==> src/twp_pkg.sv <==
package twp_pkg;

   localparam int NUM_CH  = 4;
   localparam int CNT_W   = 16;
   localparam int NUM_W   = 16;
   localparam int DEN_W   = 17;
   localparam int QUOT_W  = 9;
   localparam int PROD_W  = 25;
   localparam int SEC_W   = 10;
   localparam int IDX_W   = 3;
   localparam int DATA_W  = 16;

   localparam logic [IDX_W-1:0] REG_THRESHOLD_CH0 = 3'd0;
   localparam logic [IDX_W-1:0] REG_THRESHOLD_CH1 = 3'd1;
   localparam logic [IDX_W-1:0] REG_THRESHOLD_CH2 = 3'd2;
   localparam logic [IDX_W-1:0] REG_THRESHOLD_CH3 = 3'd3;
   localparam logic [IDX_W-1:0] REG_MIN_DIFF      = 3'd4;
   localparam logic [IDX_W-1:0] REG_RESOLUTION    = 3'd5;
   localparam logic [IDX_W-1:0] REG_TRIM_OFFSET   = 3'd6;
   localparam logic [IDX_W-1:0] REG_SECTOR_STEP   = 3'd7;

   localparam logic [15:0] MIN_DIFF_RESET    = 16'd50;
   localparam logic [7:0]  RESOLUTION_RESET  = 8'd90;
   localparam logic [7:0]  TRIM_OFFSET_RESET = 8'd12;
   localparam logic [7:0]  SECTOR_STEP_RESET = 8'd64;
   localparam logic [7:0]  POSITION_MAX      = 8'd255;

   typedef struct packed {
      logic [NUM_CH-1:0][CNT_W-1:0] threshold;
      logic [15:0]                  min_diff;
      logic [7:0]                   resolution;
      logic [7:0]                   trim_offset;
      logic [7:0]                   sector_step;
   } twp_cfg_type;

   // One classified scan as it waits in the queue.
   typedef struct packed {
      logic             ok;
      logic [1:0]       seg;
      logic [DEN_W-1:0] den;
      logic [NUM_W-1:0] num;
   } twp_item_type;

endpackage

==> src/touch_wheel_position.sv <==
// Channel  Direction  Beat contents (lowest bit first)
// req      in         tdata: count_ch0..count_ch3 (16 b each); tuser: wheel_touched
// rsp      out        tdata: position (8 b); tuser: position_valid
// csr      in         write enable, index 0..7, 16-bit data; no read-back
//
// One scan beat is taken and one result beat leaves every cycle while rsp is not
// stalled; an accepted req beat passes the front register, the queue, the
// multiply stage, nine one-bit divide stages and the output register.
// Synchronous reset loads the register defaults and empties all stages.
// A stalled rsp freezes the back pipeline once its output register holds a beat;
// the queue and the front register then fill with QUEUE_DEPTH + 1 beats and
// req_tready falls.
module touch_wheel_position #(
   parameter int QUEUE_DEPTH = 4
) (
   input  logic        clock,
   input  logic        reset,
   input  logic        req_tvalid,
   output logic        req_tready,
   // count_ch0 [15:0], count_ch1 [31:16], count_ch2 [47:32], count_ch3 [63:48]
   input  logic [63:0] req_tdata,
   // wheel_touched [0]
   input  logic [0:0]  req_tuser,
   output logic        rsp_tvalid,
   input  logic        rsp_tready,
   // position [7:0]
   output logic [7:0]  rsp_tdata,
   // position_valid [0]
   output logic [0:0]  rsp_tuser,
   input  logic        csr_we,
   input  logic [twp_pkg::IDX_W-1:0]  csr_index,
   input  logic [twp_pkg::DATA_W-1:0] csr_wdata
);

   twp_pkg::twp_cfg_type  cfg_ff;
   twp_pkg::twp_cfg_type  cfg_in;
   twp_pkg::twp_item_type front_item;
   twp_pkg::twp_item_type queue_item;
   logic [twp_pkg::NUM_CH-1:0][twp_pkg::CNT_W-1:0] counts;
   logic front_valid, queue_ready;
   logic queue_valid, queue_pop;

   // Configuration registers. The user must write them only while the block is
   // idle; the block does not enforce this. The pipeline reads them directly.
   always_comb begin
      cfg_in = cfg_ff;
      if (csr_we) begin
         case (csr_index)
            twp_pkg::REG_THRESHOLD_CH0: cfg_in.threshold[0] = csr_wdata;
            twp_pkg::REG_THRESHOLD_CH1: cfg_in.threshold[1] = csr_wdata;
            twp_pkg::REG_THRESHOLD_CH2: cfg_in.threshold[2] = csr_wdata;
            twp_pkg::REG_THRESHOLD_CH3: cfg_in.threshold[3] = csr_wdata;
            twp_pkg::REG_MIN_DIFF:      cfg_in.min_diff     = csr_wdata;
            twp_pkg::REG_RESOLUTION:    cfg_in.resolution   = csr_wdata[7:0];
            twp_pkg::REG_TRIM_OFFSET:   cfg_in.trim_offset  = csr_wdata[7:0];
            twp_pkg::REG_SECTOR_STEP:   cfg_in.sector_step  = csr_wdata[7:0];
            default:                    cfg_in = cfg_ff;
         endcase
      end
   end

   always_ff @(posedge clock) begin
      if (reset) begin
         cfg_ff.threshold   <= '0;
         cfg_ff.min_diff    <= twp_pkg::MIN_DIFF_RESET;
         cfg_ff.resolution  <= twp_pkg::RESOLUTION_RESET;
         cfg_ff.trim_offset <= twp_pkg::TRIM_OFFSET_RESET;
         cfg_ff.sector_step <= twp_pkg::SECTOR_STEP_RESET;
      end else begin
         cfg_ff <= cfg_in;
      end
   end

   assign counts = req_tdata;

   // The front finds the peak electrode and the segment, then registers the
   // numerator and denominator for the queue.
   twp_front u_front (
      .clock      (clock),
      .reset      (reset),
      .cfg        (cfg_ff),
      .in_valid   (req_tvalid),
      .in_ready   (req_tready),
      .in_count   (counts),
      .in_touched (req_tuser[0]),
      .out_valid  (front_valid),
      .out_ready  (queue_ready),
      .out_item   (front_item)
   );

   twp_fifo #(
      .DEPTH (QUEUE_DEPTH)
   ) u_fifo (
      .clock      (clock),
      .reset      (reset),
      .push_valid (front_valid),
      .push_ready (queue_ready),
      .push_item  (front_item),
      .pop_valid  (queue_valid),
      .pop        (queue_pop),
      .pop_item   (queue_item)
   );

   // The back multiplies, divides a bit per stage, trims, adds the sector
   // offset and saturates into the output register.
   twp_back u_back (
      .clock              (clock),
      .reset              (reset),
      .cfg                (cfg_ff),
      .in_valid           (queue_valid),
      .in_pop             (queue_pop),
      .in_item            (queue_item),
      .out_valid          (rsp_tvalid),
      .out_ready          (rsp_tready),
      .out_position       (rsp_tdata),
      .out_position_valid (rsp_tuser[0])
   );

endmodule

==> src/twp_front.sv <==
module twp_front (
   input  logic                          clock,
   input  logic                          reset,
   input  twp_pkg::twp_cfg_type          cfg,
   input  logic                          in_valid,
   output logic                          in_ready,
   input  logic [twp_pkg::NUM_CH-1:0][twp_pkg::CNT_W-1:0] in_count,
   input  logic                          in_touched,
   output logic                          out_valid,
   input  logic                          out_ready,
   output twp_pkg::twp_item_type         out_item
);

   logic [twp_pkg::CNT_W-1:0] d [twp_pkg::NUM_CH];
   logic [twp_pkg::CNT_W-1:0] peak_val;
   logic [1:0]                peak;
   twp_pkg::twp_item_type     item_in;
   twp_pkg::twp_item_type     item_ff;
   logic                      valid_in;
   logic                      valid_ff;
   logic                      take;

   function automatic logic [twp_pkg::DEN_W-1:0] add17(input logic [15:0] a,
                                                     input logic [15:0] b);
      add17 = {1'b0, a} + {1'b0, b};
   endfunction

   always_comb begin
      for (int k = 0; k < twp_pkg::NUM_CH; k++) begin
         d[k] = (in_count[k] < cfg.threshold[k]) ? (cfg.threshold[k] - in_count[k]) : '0;
      end
      // Strict compare keeps the lowest electrode on a tie.
      peak_val = d[0];
      peak     = 2'd0;
      for (int k = 1; k < twp_pkg::NUM_CH; k++) begin
         if (d[k] > peak_val) begin
            peak_val = d[k];
            peak     = 2'(k);
         end
      end
      item_in.ok = in_touched && (peak_val >= cfg.min_diff);
      case (peak)
         2'd0: begin
            if (d[1] > d[3]) begin
               item_in.num = d[1]; item_in.den = add17(d[0], d[1]); item_in.seg = 2'd0;
            end else begin
               item_in.num = d[0]; item_in.den = add17(d[3], d[0]); item_in.seg = 2'd3;
            end
         end
         2'd1: begin
            if (d[0] > d[2]) begin
               item_in.num = d[1]; item_in.den = add17(d[0], d[1]); item_in.seg = 2'd0;
            end else begin
               item_in.num = d[2]; item_in.den = add17(d[1], d[2]); item_in.seg = 2'd1;
            end
         end
         2'd2: begin
            if (d[1] > d[3]) begin
               item_in.num = d[2]; item_in.den = add17(d[1], d[2]); item_in.seg = 2'd1;
            end else begin
               item_in.num = d[3]; item_in.den = add17(d[2], d[3]); item_in.seg = 2'd2;
            end
         end
         default: begin
            if (d[2] > d[0]) begin
               item_in.num = d[3]; item_in.den = add17(d[2], d[3]); item_in.seg = 2'd2;
            end else begin
               item_in.num = d[0]; item_in.den = add17(d[3], d[0]); item_in.seg = 2'd3;
            end
         end
      endcase
   end

   assign in_ready = !valid_ff || out_ready;
   assign take     = in_valid && in_ready;

   always_comb begin
      valid_in = valid_ff;
      if (take) begin
         valid_in = 1'b1;
      end else if (out_ready) begin
         valid_in = 1'b0;
      end
   end

   always_ff @(posedge clock) begin
      if (reset) begin
         valid_ff <= 1'b0;
      end else begin
         valid_ff <= valid_in;
      end
   end

   always_ff @(posedge clock) begin
      if (take) begin
         item_ff <= item_in;
      end
   end

   assign out_valid = valid_ff;
   assign out_item  = item_ff;

endmodule

==> src/twp_fifo.sv <==
module twp_fifo #(
   parameter int DEPTH = 4
) (
   input  logic                  clock,
   input  logic                  reset,
   input  logic                  push_valid,
   output logic                  push_ready,
   input  twp_pkg::twp_item_type push_item,
   output logic                  pop_valid,
   input  logic                  pop,
   output twp_pkg::twp_item_type pop_item
);

   localparam int PTR_W = (DEPTH > 1) ? $clog2(DEPTH) : 1;
   localparam int CNT_W = $clog2(DEPTH + 1);

   twp_pkg::twp_item_type mem_ff [DEPTH];
   logic [PTR_W-1:0] wr_ptr_ff, wr_ptr_in;
   logic [PTR_W-1:0] rd_ptr_ff, rd_ptr_in;
   logic [CNT_W-1:0] count_ff, count_in;
   logic             do_push, do_pop;

   assign push_ready = (count_ff != CNT_W'(DEPTH));
   assign pop_valid  = (count_ff != '0);
   assign do_push    = push_valid && push_ready;
   assign do_pop     = pop && pop_valid;
   assign pop_item   = mem_ff[rd_ptr_ff];

   always_comb begin
      wr_ptr_in = wr_ptr_ff;
      rd_ptr_in = rd_ptr_ff;
      count_in  = count_ff;
      if (do_push) begin
         wr_ptr_in = (wr_ptr_ff == PTR_W'(DEPTH - 1)) ? '0 : wr_ptr_ff + PTR_W'(1);
      end
      if (do_pop) begin
         rd_ptr_in = (rd_ptr_ff == PTR_W'(DEPTH - 1)) ? '0 : rd_ptr_ff + PTR_W'(1);
      end
      case ({do_push, do_pop})
         2'b10:   count_in = count_ff + CNT_W'(1);
         2'b01:   count_in = count_ff - CNT_W'(1);
         default: count_in = count_ff;
      endcase
   end

   always_ff @(posedge clock) begin
      if (reset) begin
         wr_ptr_ff <= '0;
         rd_ptr_ff <= '0;
         count_ff  <= '0;
      end else begin
         wr_ptr_ff <= wr_ptr_in;
         rd_ptr_ff <= rd_ptr_in;
         count_ff  <= count_in;
      end
   end

   always_ff @(posedge clock) begin
      if (do_push) begin
         mem_ff[wr_ptr_ff] <= push_item;
      end
   end

endmodule

==> src/twp_back.sv <==
module twp_back (
   input  logic                  clock,
   input  logic                  reset,
   input  twp_pkg::twp_cfg_type  cfg,
   input  logic                  in_valid,
   output logic                  in_pop,
   input  twp_pkg::twp_item_type in_item,
   output logic                  out_valid,
   input  logic                  out_ready,
   output logic [7:0]            out_position,
   output logic                  out_position_valid
);

   localparam int NDIV  = twp_pkg::QUOT_W;
   localparam int REM_W = twp_pkg::PROD_W;
   localparam int QW    = twp_pkg::QUOT_W;

   logic                       adv;
   logic [NDIV:0]              v_ff;
   logic [REM_W-1:0]           rem_ff  [NDIV+1];
   logic [twp_pkg::DEN_W-1:0]  den_ff  [NDIV+1];
   logic [QW-1:0]              q_ff    [NDIV+1];
   logic [twp_pkg::SEC_W-1:0]  sec_ff  [NDIV+1];
   logic                       ok_ff   [NDIV+1];
   logic                       dz_ff   [NDIV+1];

   logic [QW-1:0]              mult_in;
   logic [REM_W-1:0]           prod_in;
   logic [twp_pkg::SEC_W-1:0]  sec_in;

   logic [QW-1:0]              quot;
   logic [QW-1:0]              trimmed;
   logic [10:0]                sum;
   logic [7:0]                 pos_in;
   logic                       valid_ff;
   logic [7:0]                 pos_ff;
   logic                       pv_ff;

   // The whole back pipeline moves together whenever the output slot is free.
   assign adv    = !valid_ff || out_ready;
   assign in_pop = adv && in_valid;

   assign mult_in = {1'b0, cfg.resolution} + QW'(1);
   assign prod_in = REM_W'(mult_in) * REM_W'(in_item.num);
   assign sec_in  = twp_pkg::SEC_W'(cfg.sector_step) * twp_pkg::SEC_W'(in_item.seg);

   always_ff @(posedge clock) begin
      if (reset) begin
         v_ff <= '0;
      end else if (adv) begin
         v_ff <= {v_ff[NDIV-1:0], in_valid};
      end
   end

   always_ff @(posedge clock) begin
      if (adv) begin
         rem_ff[0] <= prod_in;
         den_ff[0] <= in_item.den;
         q_ff[0]   <= '0;
         sec_ff[0] <= sec_in;
         ok_ff[0]  <= in_item.ok;
         dz_ff[0]  <= (in_item.den == '0);
      end
   end

   // Restoring division, one quotient bit per stage, most significant first.
   for (genvar k = 1; k <= NDIV; k++) begin : g_div
      localparam int B = QW - k;
      logic [REM_W-1:0] shifted;
      logic             ge;
      logic [REM_W-1:0] rem_in;
      logic [QW-1:0]    q_in;

      assign shifted = REM_W'(den_ff[k-1]) << B;
      assign ge      = (rem_ff[k-1] >= shifted);
      assign rem_in  = ge ? (rem_ff[k-1] - shifted) : rem_ff[k-1];
      assign q_in    = q_ff[k-1] | (ge ? (QW'(1) << B) : '0);

      always_ff @(posedge clock) begin
         if (adv) begin
            rem_ff[k] <= rem_in;
            den_ff[k] <= den_ff[k-1];
            q_ff[k]   <= q_in;
            sec_ff[k] <= sec_ff[k-1];
            ok_ff[k]  <= ok_ff[k-1];
            dz_ff[k]  <= dz_ff[k-1];
         end
      end
   end

   // A zero denominator only comes with a zero numerator; the quotient is zero.
   assign quot    = dz_ff[NDIV] ? '0 : q_ff[NDIV];
   assign trimmed = (quot >= {1'b0, cfg.trim_offset}) ? (quot - {1'b0, cfg.trim_offset}) : '0;
   assign sum     = 11'(trimmed) + 11'(sec_ff[NDIV]);
   assign pos_in  = !ok_ff[NDIV] ? 8'd0 :
                    (sum > 11'(twp_pkg::POSITION_MAX)) ? twp_pkg::POSITION_MAX : sum[7:0];

   always_ff @(posedge clock) begin
      if (reset) begin
         valid_ff <= 1'b0;
      end else if (adv) begin
         valid_ff <= v_ff[NDIV];
      end
   end

   always_ff @(posedge clock) begin
      if (adv) begin
         pos_ff <= pos_in;
         pv_ff  <= ok_ff[NDIV];
      end
   end

   assign out_valid          = valid_ff;
   assign out_position       = pos_ff;
   assign out_position_valid = pv_ff;

endmodule

==> config.mk <==
export PLATFORM = sky130hd
export DESIGN_NAME = touch_wheel_position
export DESIGN_NICKNAME = d
export VERILOG_FILES = /design/src/twp_pkg.sv /design/src/touch_wheel_position.sv /design/src/twp_front.sv /design/src/twp_fifo.sv /design/src/twp_back.sv
export SDC_FILE = /design/constraint.sdc
export NUM_CORES = 2
export LEC_CHECK = 0
export BUFFER_PORTS_ARGS = -buffer_cell sky130_fd_sc_hd__buf_2
export CAP_MARGIN = 20
export CORE_MARGIN = 8
export CORE_UTILIZATION = 55
export DETAILED_ROUTE_END_ITERATION = 8
export GPL_ROUTABILITY_DRIVEN = 1
export PLACE_DENSITY = 0.71
export SYNTH_ARGS = -nofsm -noshare
export SYNTH_HDL_FRONTEND = slang
export SYNTH_SLANG_ARGS = --single-unit
export TNS_END_PERCENT = 10
==> constraint.sdc <==
create_clock -name clock -period 27.4 [get_ports clock]
set_input_delay 5.48 -clock clock [delete_from_list [all_inputs] [get_ports clock]]
set_output_delay 5.48 -clock clock [all_outputs]
set_load 0.005 [all_outputs]
Word-level counts from Yosys, hierarchy flattened --
Memory sizes are Yosys's and may differ from the RTL's. A register that Yosys moved wholly into a read port is not among the register bits. Index checks and enable logic that the tools add are counted.
Word-level totals: bits in registers 168, latch bits 0, RAM bits 774, bits in read-only memories 0, input port bits 89, word-level logic and storage cells 168, memories 7
Memory list:
- u_back.rem_ff | depth 10, bits a word 25, rd ports 9, clocked after memory_dff 0, wr ports 10, RTL line twp_back.sv:20 | logic [REM_W-1:0] rem_ff [NDIV+1];
- u_back.den_ff | depth 10, bits a word 17, rd ports 9, clocked after memory_dff 0, wr ports 10, RTL line twp_back.sv:21 | logic [twp_pkg::DEN_W-1:0] den_ff [NDIV+1];
- u_fifo.mem_ff | depth 4, bits a word 36, rd ports 1, clocked after memory_dff 1, wr ports 1, RTL line twp_fifo.sv:17 | twp_pkg::twp_item_type mem_ff [DEPTH];
- u_back.sec_ff | depth 10, bits a word 10, rd ports 10, clocked after memory_dff 0, wr ports 10, RTL line twp_back.sv:23 | logic [twp_pkg::SEC_W-1:0] sec_ff [NDIV+1];
- u_back.q_ff | depth 10, bits a word 9, rd ports 10, clocked after memory_dff 0, wr ports 10, RTL line twp_back.sv:22 | logic [QW-1:0] q_ff [NDIV+1];
- u_back.dz_ff | depth 10, bits a word 1, rd ports 10, clocked after memory_dff 0, wr ports 10, RTL line twp_back.sv:25 | logic dz_ff [NDIV+1];
- +1 memories
Cells by class: add/subtract/negate cells 24, multiply operators 2, div/mod/pow operators 0, $lt $le $gt $ge 22, equality and inequality tests 14, shifts and indexed selects 0, multiplexer cells 47, bitwise operators 9, reductions and logical operators 23
Operators with widths (count):
- $mux W25 | 9
- $mux W16 | 7
- $pmux W35 S3 | 1
- $gt A16 B16 Y1 | 6
- $or A9 B9 Y9 | 9
- $mux W35 | 2
- $add A16 B16 Y17 | 4
- $mux W34 | 2
- $lt A16 B16 Y1 | 4
- $sub A16 B16 Y16 | 4
- $mux W9 | 3
- $ge A25 B17 Y1 | 1
- $ge A25 B18 Y1 | 1
- $ge A25 B19 Y1 | 1
- $ge A25 B20 Y1 | 1
- $ge A25 B21 Y1 | 1
- $ge A25 B22 Y1 | 1
- $ge A25 B23 Y1 | 1
- $ge A25 B24 Y1 | 1
- $ge A25 B25 Y1 | 1
- $mul A9 B16 Y25 | 1
- $sub A25 B17 Y25 | 1
- $sub A25 B18 Y25 | 1
- $sub A25 B19 Y25 | 1
- other kinds (40) | 77

Longest topological paths before layout --
depth in word-level cells 10, depth in mapped cells 52, mapped depth without buffers 44

By module --
Synthesis repeated with hierarchy kept, for this count alone.
Second synthesis, totals: cell total of the unflattened synthesis 4986, area, all modules 54184.5 um2
Modules (own cells, without submodules):
- twp_back | instances 1, cells an instance 2724, area each 32030.7 um2, sequential area each 16796.1 um2
- twp_front | instances 1, cells an instance 1647, area each 12335.6 um2, sequential area each 1101.1 um2
- twp_fifo | instances 1, cells an instance 240, area each 5688.0 um2, sequential area each 4504.3 um2
- touch_wheel_position | instances 1, cells an instance 375, area each 4130.2 um2, sequential area each 2082.0 um2

Worst setup path before layout --
OpenSTA, ideal clock, no wires.
path type input port to flip-flop, from input port rsp_tready, to memory u_back.den_ff[0][0] (netlist name) (enable), arrival 15775 ps, required time 23000 ps, setup slack 7225 ps, stages on the path 2, cell sequence nor2b_1 -> clkinv_1
RTL lines:
- from (decl) | RTL line touch_wheel_position.sv:25 | input logic rsp_tready,
- to (decl) | RTL line twp_back.sv:21

==> metrics <==
outcome completed; RSZ-0062 raised after global routing false; GRT overflow 0; fin crit share 0.5930; area delta synth->final 10.03%; Leak 24.58 nW; DRT Wirelength between 100000 and 150000 µm; final antenna-violating net count 0; Compound-Gate Fraction of Synth Area 0.1229; Post-CTS Setup Bufs 0; Int Pwr 4.735 mW; Clk pin slew, worst setup/hold paths 60 ps; Tmin final 16250 ps; clock skew approximately 36 ps; NetSw 3.080 mW; ys async rst share 0; largest net degree at the start of global routing 146; DIE AREA 105300 µm²; Switching Share 0.3941; DRC 0; Slew @ Worst Pin roughly 1200 ps; Primary FF master, synth edfxtp_1; worst hold-check path type reg -> reg; Critical Path AT 16640 ps; die height 324.6 µm; Clock Power Share 0.165; CTS H-tree depth 3; relative slew slack 0.1603; top-count cell post-synth edfxtp_1; post-DP HPWL 98160 µm; hold_sp u_back.dz_ff[5]; Synth Area in Adders 0.1537; max incr delay on CP 820 ps; CP Capture Type flop; average size of a mapped cell 10.80 µm²; RR Startpoint cfg_ff[56]; PD cells approximately 140 nW/µm²; Worst setup SP type input port; Max Slew Vio Count 0; Post-Synth XOR/XNOR Area 0.04265; DRT iter0 DRCs 3116; CP max-delay cell o21ai_1; Avg WL per Cell 20.63 µm; Die Width 324.6 µm; Critical Path RT 27790 ps; CTS root buffer clkbuf_16; most used cell, CP ha_1; VDD IR max ~0.20 mV; Core Region 94730 µm²; Synth top cells by count edfxtp_1 (732), inv_1 (505), nand2_1 (492); Worst-Skew Late Latency 670 ps; synthesized instance count 4848; Total Power slightly below 8 mW; Reg2Reg Depth 39; Distinct cells, synth 87; synth warn 0; I/O pin count 100; EDFF count, synth 732; Vias between 30k and 40k; syn nets 5509; Hold EP u_back.dz_ff[6]; Synth area leader edfxtp_1; gp weighted congestion a little under 1; post-synthesis register bit count 857; initial antenna violation count 0; GRT Overall Usage 0.2417; main area contributors after synthesis edfxtp_1 (42%), ha_1 (11%), dfxtp_1 (4.8%); first-pass GRT wire length between 200000 and 250000 µm; row count 113; Synth Area in Simple Gates 0.1255; Synth Cell Area 52370 µm²; post-synthesis sequential area ratio 0.4675; CTS tree yes; TritonCTS Buffers 93; part of the power in registers 0.296; Hold Vio Cnt, Final 0; Post-CTS Hold Fix Bufs 0; drt first pass iters 7; R2R Path End u_front.out_item[35]; via density per instance 5.843; fmax 61.55 MHz; Gate power share 0.539; Nets about 5.6k; Max FO, Critical Path 28; Setup Viol. Count Final 0; vias in the first global route 37.06k; R2R Setup Slk 15710 ps; starting utilization of the core area 0.5528; hold path depth 0; top-area cell type share of the netlist area 0.4198; Finished Layout Cells between 6k and 7k; CP Class in -> reg; Resized cells post-CTS 0; Final TNS setup 0 ps; I/O Buffers 99; mux cell area share after synthesis 0.04248; Sink Count 857; share of cells above drive strength 1 0.08803; Clock Tree Buf Depth 3; placed cells 6131; main combinational cell family by area after synthesis adder cells; # Max-Cap Violations 0
-- through the flow --
stage / hold WS [ps] / util / instance area (µm²) / worst slack (ps)
final: 417.1 / 0.6083 / 57620 / 11150
after global routing: 420.8 / 0.6082 / 57620 / 10620
after CTS: 418.0 / 0.6073 / 57530 / 11550
after detailed placement: 404.5 / 0.5739 / 54360 / 10920
after global placement: 400.4 / 0.5739 / 54360 / 10880
after floorplan: 400.3 / - / 52370 / 7225
-- sequential cells by signal, summed over array words and instances, names as in the netlist, named ones only --
name,cells
u_back.rem_ff,225
u_back.den_ff,153
u_fifo.mem_ff,144
cfg_ff,104
u_back.sec_ff,100
u_back.q_ff,45
u_front.out_item,36
u_back.dz_ff,10
u_back.ok_ff,10
u_back.v_ff,10
u_back.out_position,8
u_fifo.count_ff,3
u_fifo.rd_ptr_ff,2
u_fifo.wr_ptr_ff,2
u_back.out_position_valid,1
u_back.out_valid,1
u_front.out_valid,1
-- area by class of cell --
cell class | count | area (µm²)
Inverter | 506 | 1907
Clock buffer | 114 | 2447
Tap cell | 1265 | 1583
Clock inverter | 57 | 713.2
Multi-Input combinational cell | 3367 | 25610
Antenna cell | 1 | 2.502
Timing Repair Buffer | 143 | 868.3
Fill cell | 7690 | 37110
Sequential cell | 857 | 24490
-- routing by layer --
| layer | vias up | wire length [µm] | global-route usage |
|---|---|---|---|
| li1 | 17660 | - | - |
| met1 | 17940 | 53710 | 0.3033 |
| met2 | 1007 | 64880 | 0.4279 |
| met3 | 264 | 6748 | 0.03129 |
| met4 | 0 | 4829 | 0.08513 |
| met5 | - | 0 | 0 |
-- power by group through the flow --
| stage | logic, mW | registers, mW | clock network [mW] |
|---|---|---|---|
| floorplan | 3.30 | 2.23 | 0 |
| global placement | 4.08 | 2.32 | 0 |
| detailed placement | 4.17 | 2.34 | 0 |
| CTS | 4.20 | 2.32 | 1.31 |
| global route | 4.76 | 2.36 | 1.36 |
| finish | 4.21 | 2.32 | 1.29 |
-- how the worst max path moves through the flow --
stage               slack (ps)                   end           from  depth (start not counted)
finish                   11150  u_front.out_item[35]  req_tdata[16]                         39
global route             10620  u_front.out_item[35]  req_tdata[16]                         40
CTS                      11550  u_front.out_item[35]  req_tdata[16]                         39
detailed placement       10920  u_front.out_item[35]  req_tdata[16]                         39
global placement         10880  u_front.out_item[35]  req_tdata[16]                         39
floorplan                 7230   u_back.den_ff[0][0]     rsp_tready                          2
-- cell usage in the layout (no fill, tap or decap), types with 45 or more instances in the layout --
master / count
and2_1: 61
a21o_1: 97
nand2_1: 492
xnor2_1: 148
nand2b_1: 72
dfxtp_1: 123
clkbuf_16: 94
nor2b_1: 99
ha_1: 453
o21a_1: 58
nor2_1: 269
inv_1: 505
mux2i_1: 67
a21oi_1: 340
xor2_1: 104
mux2_2: 72
fa_1: 119
buf_2: 98
nand4_1: 45
nand3_1: 69
nor3_1: 84
o21ai_0: 190
edfxtp_1: 732
-- critical path, delay by kind of cell --
family,cells,cell delay (ps)
compound gates,14,4180
fa+ha+maj,6,2000
buf+inv,5,830
mux,2,460
simple gates,12,3660
-- kinds of logic (layout without fill, tap and decap cells) --
family                   Yosys count  in the layout
flip-flops                       857            857
AO/OA/AOI/OAI                   1007           1007
multiplexers                     172            172
XOR/XNOR                         255            255
adder cells (fa/ha/maj)          572            572
buffers and inverters            624            820
other                              0              1
AND/OR/NAND/NOR                 1361           1361
Note: power is estimated with default switching activity, not from simulation.
